--- config.mk ---
export PLATFORM = sky130hd
export DESIGN_NAME = analog_keypad_decoder
export DESIGN_NICKNAME = d
export VERILOG_FILES = /design/src/rtl/core/akd_pkg.sv /design/src/rtl/core/akd_classify.sv /design/src/rtl/core/akd_judge.sv /design/src/rtl/core/analog_keypad_decoder.sv
export SDC_FILE = /design/constraint.sdc
export NUM_CORES = 1
export LEC_CHECK = 0
export ABC_AREA = 1
export BUFFER_PORTS_ARGS = -buffer_cell sky130_fd_sc_hd__clkbuf_2
export CAP_MARGIN = 10
export CELL_PAD_IN_SITES_DETAIL_PLACEMENT = 0
export CELL_PAD_IN_SITES_GLOBAL_PLACEMENT = 1
export CORE_AREA = 2 2 165 167
export CTS_BUF_LIST = sky130_fd_sc_hd__clkbuf_4
export DETAILED_ROUTE_END_ITERATION = 6
export DIE_AREA = 0 0 167 169
export PLACE_DENSITY_LB_ADDON = 0.2
export SLEW_MARGIN = 30
export SYNTH_ARGS = -nofsm -noshare
export SYNTH_HDL_FRONTEND = slang
export SYNTH_SLANG_ARGS = --single-unit
--- constraint.sdc ---
create_clock -name i_clk -period 6.5 [get_ports i_clk]
set_input_delay 1.95 -clock i_clk [delete_from_list [all_inputs] [get_ports i_clk]]
set_output_delay 1.95 -clock i_clk [all_outputs]
set_load 0.02 [all_outputs]
--- src/rtl/core/akd_pkg.sv ---
// Shared types, widths, thresholds and window tables for the analog keypad decoder.
// No dependencies; imported by every module of the block.
`default_nettype none

package akd_pkg;

    localparam int SAMPLE_BITS = 10;
    localparam int TIME_BITS   = 32;
    localparam int LOCK_BITS   = 16;
    localparam int CODE_BITS   = 3;
    localparam int CFG_IDX_BITS  = 1;
    localparam int CFG_DATA_BITS = LOCK_BITS;
    localparam int NUM_WIN     = 4;

    typedef logic [SAMPLE_BITS-1:0] t_sample;
    typedef logic [TIME_BITS-1:0]   t_time;
    typedef logic [LOCK_BITS-1:0]   t_lock;
    typedef logic [CODE_BITS-1:0]   t_code;

    // Button codes
    localparam t_code CODE_NONE   = 3'd0;
    localparam t_code CODE_RIGHT  = 3'd1;
    localparam t_code CODE_UP     = 3'd2;
    localparam t_code CODE_DOWN   = 3'd3;
    localparam t_code CODE_LEFT   = 3'd4;
    localparam t_code CODE_SELECT = 3'd5;

    // Configuration register indexes
    localparam logic [CFG_IDX_BITS-1:0] REG_LOCKOUT    = 1'd0;
    localparam logic [CFG_IDX_BITS-1:0] REG_BOARD_MODE = 1'd1;

    localparam t_lock LOCKOUT_RESET = 16'd50;
    localparam logic  BOARD_RESET   = 1'b1;

    // Decision thresholds
    localparam t_sample STABLE_TOL = SAMPLE_BITS'(10);
    localparam t_sample MOVE_MIN   = SAMPLE_BITS'(30);
    localparam t_sample RIGHT_MAX  = SAMPLE_BITS'(20);

    // Exclusive window bounds for up, down, left, select; row 0 second ladder, row 1 first
    localparam t_sample WIN_LO [2][NUM_WIN] = '{
        '{SAMPLE_BITS'(90),  SAMPLE_BITS'(245), SAMPLE_BITS'(400), SAMPLE_BITS'(630)},
        '{SAMPLE_BITS'(200), SAMPLE_BITS'(395), SAMPLE_BITS'(615), SAMPLE_BITS'(815)}
    };
    localparam t_sample WIN_HI [2][NUM_WIN] = '{
        '{SAMPLE_BITS'(110), SAMPLE_BITS'(265), SAMPLE_BITS'(420), SAMPLE_BITS'(650)},
        '{SAMPLE_BITS'(230), SAMPLE_BITS'(420), SAMPLE_BITS'(635), SAMPLE_BITS'(835)}
    };

    // Outcome of one item from the decision stage
    typedef struct packed {
        logic  accept;
        t_code code;
    } t_decide;

endpackage

`default_nettype wire

--- src/rtl/core/akd_classify.sv ---
// Maps a level to a button code through the window table of the selected ladder.
// Depends on akd_pkg.
`default_nettype none

module akd_classify (
    input  wire akd_pkg::t_sample i_level,
    input  wire                   i_board_mode,
    output akd_pkg::t_code        o_code
);
    import akd_pkg::*;

    always_comb begin
        o_code = CODE_NONE;
        // scan high to low so the lowest matching window wins
        for (int i = NUM_WIN - 1; i >= 0; i--) begin
            if (i_level > WIN_LO[i_board_mode][i] && i_level < WIN_HI[i_board_mode][i]) begin
                o_code = CODE_UP + CODE_BITS'(i);
            end
        end
        if (i_level < RIGHT_MAX) begin
            o_code = CODE_RIGHT;
        end
    end

endmodule

`default_nettype wire

--- src/rtl/core/akd_judge.sv ---
// Averages the readings, gates on stability, lockout and level change, and holds
// the last accepted level and time. Depends on akd_pkg and akd_classify.
`default_nettype none

module akd_judge (
    input  wire                   i_clk,
    input  wire                   i_rst_n,
    input  wire                   i_fire,
    input  wire akd_pkg::t_sample i_ref_sample,
    input  wire akd_pkg::t_sample i_avg_sample_a,
    input  wire akd_pkg::t_sample i_avg_sample_b,
    input  wire akd_pkg::t_sample i_avg_sample_c,
    input  wire akd_pkg::t_sample i_avg_sample_d,
    input  wire akd_pkg::t_time   i_now_ms,
    input  wire akd_pkg::t_lock   i_lockout_ms,
    input  wire                   i_board_mode,
    output akd_pkg::t_decide      o_decide
);
    import akd_pkg::*;

    t_sample r_held_level, n_held_level;
    t_time   r_last_ms,    n_last_ms;

    logic [SAMPLE_BITS+1:0] sum;
    t_sample avg;
    t_sample avg_diff;
    t_sample held_diff;
    t_time   elapsed;
    logic    stable;
    logic    late;
    logic    moved;
    logic    accept;
    t_code   cls_code;

    akd_classify u_classify (
        .i_level      (i_ref_sample),
        .i_board_mode (i_board_mode),
        .o_code       (cls_code)
    );

    always_comb begin
        sum = {2'b00, i_avg_sample_a} + {2'b00, i_avg_sample_b}
            + {2'b00, i_avg_sample_c} + {2'b00, i_avg_sample_d};
        avg = sum[SAMPLE_BITS+1:2];
        avg_diff  = (avg >= i_ref_sample) ? (avg - i_ref_sample) : (i_ref_sample - avg);
        held_diff = (i_ref_sample >= r_held_level) ? (i_ref_sample - r_held_level)
                                                   : (r_held_level - i_ref_sample);
        // modular difference handles timer wrap
        elapsed = i_now_ms - r_last_ms;
        stable  = (avg_diff <= STABLE_TOL);
        late    = (elapsed > TIME_BITS'(i_lockout_ms));
        moved   = (held_diff >= MOVE_MIN);
        accept  = i_fire && stable && late && moved;

        n_held_level = accept ? i_ref_sample : r_held_level;
        n_last_ms    = accept ? i_now_ms : r_last_ms;

        o_decide.accept = accept;
        o_decide.code   = accept ? cls_code : CODE_NONE;
    end

    always_ff @(posedge i_clk) begin
        if (!i_rst_n) begin
            r_held_level <= '0;
            r_last_ms    <= '0;
        end else begin
            r_held_level <= n_held_level;
            r_last_ms    <= n_last_ms;
        end
    end

    a_hold_when_idle: assert property (@(posedge i_clk) disable iff (!i_rst_n)
        !accept |=> $stable(r_held_level) && $stable(r_last_ms))
        else $error("held state changed without an accepted change");

    a_take_level: assert property (@(posedge i_clk) disable iff (!i_rst_n)
        accept |=> r_held_level == $past(i_ref_sample) && r_last_ms == $past(i_now_ms))
        else $error("accepted level or time not stored");

    a_code_needs_accept: assert property (@(posedge i_clk) disable iff (!i_rst_n)
        o_decide.code != CODE_NONE |-> accept && stable && moved)
        else $error("button code without accepted change");

endmodule

`default_nettype wire

--- src/rtl/core/analog_keypad_decoder.sv ---
// Analog keypad decoder: an accepted input item goes into the input register, then is
// decided and stored in the result register. Throughput one item per cycle while the
// result is not stalled; the only loop is the held level and time. Input stalls only
// while both stages are full and the result is stalled. Synchronous active-low reset:
// empties both stages, clears held level and time, sets lockout to 50 ms and board
// mode to the first ladder.
`default_nettype none

module analog_keypad_decoder (
    input  wire                                   i_clk,
    input  wire                                   i_rst_n,
    // configuration write port
    input  wire                                   i_cfg_we,
    input  wire [akd_pkg::CFG_IDX_BITS-1:0]       i_cfg_idx,
    input  wire [akd_pkg::CFG_DATA_BITS-1:0]      i_cfg_data,
    // input item channel
    input  wire                                   i_in_valid,
    output logic                                  o_in_stall,
    input  wire akd_pkg::t_sample                 i_ref_sample,
    input  wire akd_pkg::t_sample                 i_avg_sample_a,
    input  wire akd_pkg::t_sample                 i_avg_sample_b,
    input  wire akd_pkg::t_sample                 i_avg_sample_c,
    input  wire akd_pkg::t_sample                 i_avg_sample_d,
    input  wire akd_pkg::t_time                   i_now_ms,
    // result item channel
    output logic                                  o_out_valid,
    input  wire                                   i_out_stall,
    output akd_pkg::t_code                        o_button_code
);
    import akd_pkg::*;

    // configuration registers
    t_lock r_lockout_ms;
    logic  r_board_mode;

    // input register: one captured item
    logic    r_in_valid;
    t_sample r_ref, r_sa, r_sb, r_sc, r_sd;
    t_time   r_now;

    // result register
    logic    r_out_valid;
    t_code   r_code;

    logic    advance;
    logic    fire;
    t_decide decide;

    // move the held item forward whenever the result slot is free or being drained
    assign advance    = !r_out_valid || !i_out_stall;
    assign fire       = r_in_valid && advance;
    // stall only while a captured item cannot move on
    assign o_in_stall = r_in_valid && !advance;

    always_ff @(posedge i_clk) begin
        if (!i_rst_n) begin
            r_lockout_ms <= LOCKOUT_RESET;
            r_board_mode <= BOARD_RESET;
        end else if (i_cfg_we) begin
            unique case (i_cfg_idx)
                REG_LOCKOUT:    r_lockout_ms <= i_cfg_data;
                REG_BOARD_MODE: r_board_mode <= i_cfg_data[0];
                default: ;
            endcase
        end
    end

    // input stage: load a new item whenever the stage is not stalled
    always_ff @(posedge i_clk) begin
        if (!i_rst_n) begin
            r_in_valid <= 1'b0;
        end else if (!o_in_stall) begin
            r_in_valid <= i_in_valid;
        end
    end

    always_ff @(posedge i_clk) begin
        if (!o_in_stall && i_in_valid) begin
            r_ref <= i_ref_sample;
            r_sa  <= i_avg_sample_a;
            r_sb  <= i_avg_sample_b;
            r_sc  <= i_avg_sample_c;
            r_sd  <= i_avg_sample_d;
            r_now <= i_now_ms;
        end
    end

    akd_judge u_judge (
        .i_clk          (i_clk),
        .i_rst_n        (i_rst_n),
        .i_fire         (fire),
        .i_ref_sample   (r_ref),
        .i_avg_sample_a (r_sa),
        .i_avg_sample_b (r_sb),
        .i_avg_sample_c (r_sc),
        .i_avg_sample_d (r_sd),
        .i_now_ms       (r_now),
        .i_lockout_ms   (r_lockout_ms),
        .i_board_mode   (r_board_mode),
        .o_decide       (decide)
    );

    // result stage: every item yields exactly one code
    always_ff @(posedge i_clk) begin
        if (!i_rst_n) begin
            r_out_valid <= 1'b0;
        end else if (advance) begin
            r_out_valid <= r_in_valid;
        end
    end

    always_ff @(posedge i_clk) begin
        if (fire) begin
            r_code <= decide.code;
        end
    end

    assign o_out_valid   = r_out_valid;
    assign o_button_code = r_code;

    a_stall_only_when_full: assert property (@(posedge i_clk) disable iff (!i_rst_n)
        o_in_stall |-> r_in_valid && r_out_valid)
        else $error("input stalled with room downstream");

    a_fire_gives_result: assert property (@(posedge i_clk) disable iff (!i_rst_n)
        fire |=> o_out_valid)
        else $error("item moved forward but no result shown");

    a_code_in_range: assert property (@(posedge i_clk) disable iff (!i_rst_n)
        o_out_valid |-> o_button_code <= CODE_SELECT)
        else $error("button code out of range");

    a_accept_needs_fire: assert property (@(posedge i_clk) disable iff (!i_rst_n)
        decide.accept |-> fire)
        else $error("level change accepted without an item moving forward");

endmodule

`default_nettype wire

==> flow_summary.ini <==
[run_status]
status = complete, no violations

[synthesis]
yosysWarnings = 0
syn_inst = 1643
synth_top_family_by_area = simple AND/OR/NAND/NOR gates
synthMuxAreaShare_pct = 0
synthSimpleGateAreaFrac_pct = 26.0
avgSynthCellArea_um2 = 7.10
syn_nets = 1888
synth-compound-area-share_pct = 8.98
synth_xor_area_share_pct = 3.83
netlist-cell-type-count = 41
ys_seq_area_share_pct = 32.3
synth_area_um2 = 11700
ys_ff_latch = 146
synthAdderAreaFrac_pct = 16.1

[detailed_routing]
wl_per_cell_um = 15.1
drt_iter0_drc = 697
routed_wl_um = 31800
drtAntennaViolNets = 0
drt_pre_antenna_iters = 5
post-route-drc-count = 0
num_vias = 10358
viasPerCell = 4.92

[setup_path]
critPathMaxFanout = 12
r2r_start = r_sa[2]$_DFFE_PP_
setup.worst_path.end_class = flop
worst_path_max_delay_cell = fa_1
reg2reg_depth = 39
max_stage_delay_ps = 490
cp.required_ps = 7030
r2r_end = u_judge.r_held_level[8]$_SDFFE_PN0P_
r2r_slack_ps = 540
path_class = reg -> reg
cp_common_cell = nand2_1
cp-start-kind = flop
crit_arrival_ps = 6480

[timing]
tightest_slew_ps = 808
relSlewSlack_pct = 46.1
setup_viol = 0
fin_worst_skew_ps = 40.3
fin_tns_setup_ps = 0
period_share_pct = 91.6
hold_viol = 0
clock.fmax_mhz = 168
layout_min_cycle_time_ps = 5960
slew_viol_final = 0
fin_ws_ps = 543

[cells_and_area]
layout-drive-gt1-share_pct = 11.1
fillers = 2754
nets = 1994
multi_input_area_um2 = 6500
final_cell_mix = 426 x nand2_1, 319 x inv_1, 144 x nor2_1
area.sequential_um2 = 3770
syn_to_final_growth_pct = 11.1
final_common_cell = nand2_1

[run]
cap_violations = 0

[die]
die_h_um = 169
io_pins = 109
die_x_um = 167
start_util_pct = 44.0
core_area_um2 = 26500
num_rows = 60
die_area_um2 = 28200

[global_routing]
grt_overflow = 0
antenna_found_initial = 2
grt_pass1_vias = 9624
grt_pass1_wl_um = 49400
grt_max_degree = 60
grt_use_total_pct = 21.9

[clock_network]
cts_sinks = 146
clkTransAtPathRegs_ps = 180
cts_made_buffers = 17
cts-root-buf = clkbuf_4
htreeDepth = 4
cts_hold_buf = 0
tritoncts = done
clock_latency_ps = 590
cts_buffer_depth = 2

[power]
p_comb_share_pct = 53.3
p_leak_nw = 6.74
power_w = 0.00367
internal_power_w = 0.00193
pwr_density_cell_nw_per_um2 = 283
sequentialPowerShare_pct = 29.4
switching_share_pct = 47.4
switchingPower_w = 0.00174
power_frac_clock_pct = 17.3
ir_drop_uv = 144

[worst_hold_path]
min_delay_path_depth = 2
min_from = r_lockout_ms[8]$_SDFFE_PN0P_
holdCritPathClass = reg -> reg
hold_end = r_lockout_ms[8]$_SDFFE_PN0P_

[place]
port_buffers = 108
post-place-ws_ps = 223
gp_congestion = 0.878
dp.final_hpwl_um = 23400
-- area by class of cell --
class	count	area share (%)
multi-input cells	1113	50.1
flip-flops and latches	146	29.1
inverters	355	10.3
repair buffers	116	4.86
well taps	341	3.29
clock inverters	15	1.31
clock buffers	17	0.985
diodes	2	0.0386
-- critical path: cells and delay by family (launching register included) --
| family | cells | cell delay [ps] |
|---|---|---|
| buffers and inverters | 5 | 380 |
| AND/OR/NAND/NOR | 20 | 2070 |
| AO/OA/AOI/OAI | 8 | 1080 |
| adder cells (fa/ha/maj) | 4 | 1570 |
| XOR/XNOR | 2 | 370 |
| flip-flops | 1 | 420 |
-- kinds of logic (layout without fill, tap and decap cells) --
family                   Yosys count  after routing
adder cells (fa/ha/maj)          141            141
buffers and inverters            389            503
flip-flops                       146            146
other                              0              2
AND/OR/NAND/NOR                  726            731
AO/OA/AOI/OAI                    190            190
XOR/XNOR                          51             51
-- metal layers --
metal  global-route usage [%]  part of all wire [%]  up-vias
met5                        0                     0        -
met4                     5.02                   1.4        0
met3                     2.78                   3.9       28
met2                     34.6                    43      212
met1                     32.0                    51     4685
li1                         -                     -     5433
-- through the flow --
stage / hold slack, ps / instance area (µm²) / util (%) / cells
global route: 508 / 13000 / 48.9 / 2105
floorplan: 435 / 11700 / - / 1643
CTS: 475 / 12800 / 48.4 / 2097
detailed placement: 455 / 12500 / 47.3 / 2065
finish: 473 / 13000 / 48.9 / 2105
global placement: 452 / 12500 / 47.3 / 2065
-- flip-flops by register name, summed over array words and instances, names as in the netlist, 3 cells and up --
register / count
r_now: 32
u_judge.r_last_ms: 32
r_lockout_ms: 16
r_ref: 10
r_sa: 10
r_sb: 10
r_sc: 10
r_sd: 10
u_judge.r_held_level: 10
o_button_code: 3
-- power groups by stage --
stage          combinational [W]  sequential [W]  clock (W)
4_1_cts                  0.00193         0.00108   0.000661
5_1_grt                  0.00224         0.00108   0.000695
6_report                 0.00195         0.00108   0.000635
2_1_floorplan            0.00148         0.00109          0
3_3_place_gp             0.00193         0.00110          0
3_5_place_dp             0.00192         0.00110          0
-- worst max-delay path by stage --
stage                                 start                                    to  slack, ps  depth (start not counted)
after floorplan           r_sa[2]$_DFFE_PP_        o_button_code[1]$_SDFFCE_PP0P_       1210                         36
after global placement    r_sa[2]$_DFFE_PP_        o_button_code[2]$_SDFFCE_PP0P_        360                         36
after detailed placement  r_sa[2]$_DFFE_PP_        o_button_code[2]$_SDFFCE_PP0P_        220                         36
after CTS                 r_sa[2]$_DFFE_PP_        o_button_code[2]$_SDFFCE_PP0P_        140                         36
after global routing      r_sa[2]$_DFFE_PP_    u_judge.r_last_ms[23]$_SDFFE_PN0P_         -6                         39
final                     r_sa[2]$_DFFE_PP_  u_judge.r_held_level[8]$_SDFFE_PN0P_        540                         39
-- timing repair --
action	4_1_cts	5_1_grt
resized for setup	0	12
buffers inserted	0	1
setup endpoints to repair	0	45
-- cells in the mapped netlist --
cell type | count | share of area, %
a21boi_0 | 3 | 0.19
o2111ai_1 | 1 | 0.075
xnor2_1 | 9 | 0.68
clkinv_1 | 1 | 0.032
a21o_1 | 10 | 0.64
a311oi_1 | 1 | 0.075
buf_4 | 1 | 0.064
a2111oi_0 | 1 | 0.075
edfxtp_1 | 85 | 22
nor4_1 | 5 | 0.27
nand2_1 | 426 | 14
nand4_1 | 55 | 2.9
xor2_1 | 42 | 3.2
nand3_4 | 1 | 0.15
o31ai_1 | 2 | 0.13
nor3_1 | 14 | 0.60
dfxtp_1 | 61 | 10
nand3b_1 | 3 | 0.19
o211ai_1 | 5 | 0.32
nand2_2 | 3 | 0.16
fa_1 | 16 | 2.7
clkbuf_2 | 1 | 0.043
a21boi_1 | 1 | 0.064
o22ai_1 | 1 | 0.054
clkbuf_1 | 14 | 0.45
o21ai_0 | 44 | 1.9
or2_2 | 2 | 0.11
nor2_1 | 144 | 4.6
o21ai_1 | 5 | 0.21
inv_1 | 320 | 10
nor2_4 | 1 | 0.096
a31oi_1 | 1 | 0.054
o41ai_1 | 1 | 0.075
nand3_1 | 71 | 3.0
inv_2 | 34 | 1.1
a311o_1 | 1 | 0.086
a21oi_1 | 104 | 4.5
and2_1 | 1 | 0.054
ha_1 | 125 | 13
buf_2 | 18 | 0.77
o21bai_1 | 9 | 0.58
No activity file was read; power rests on OpenSTA's default activity.
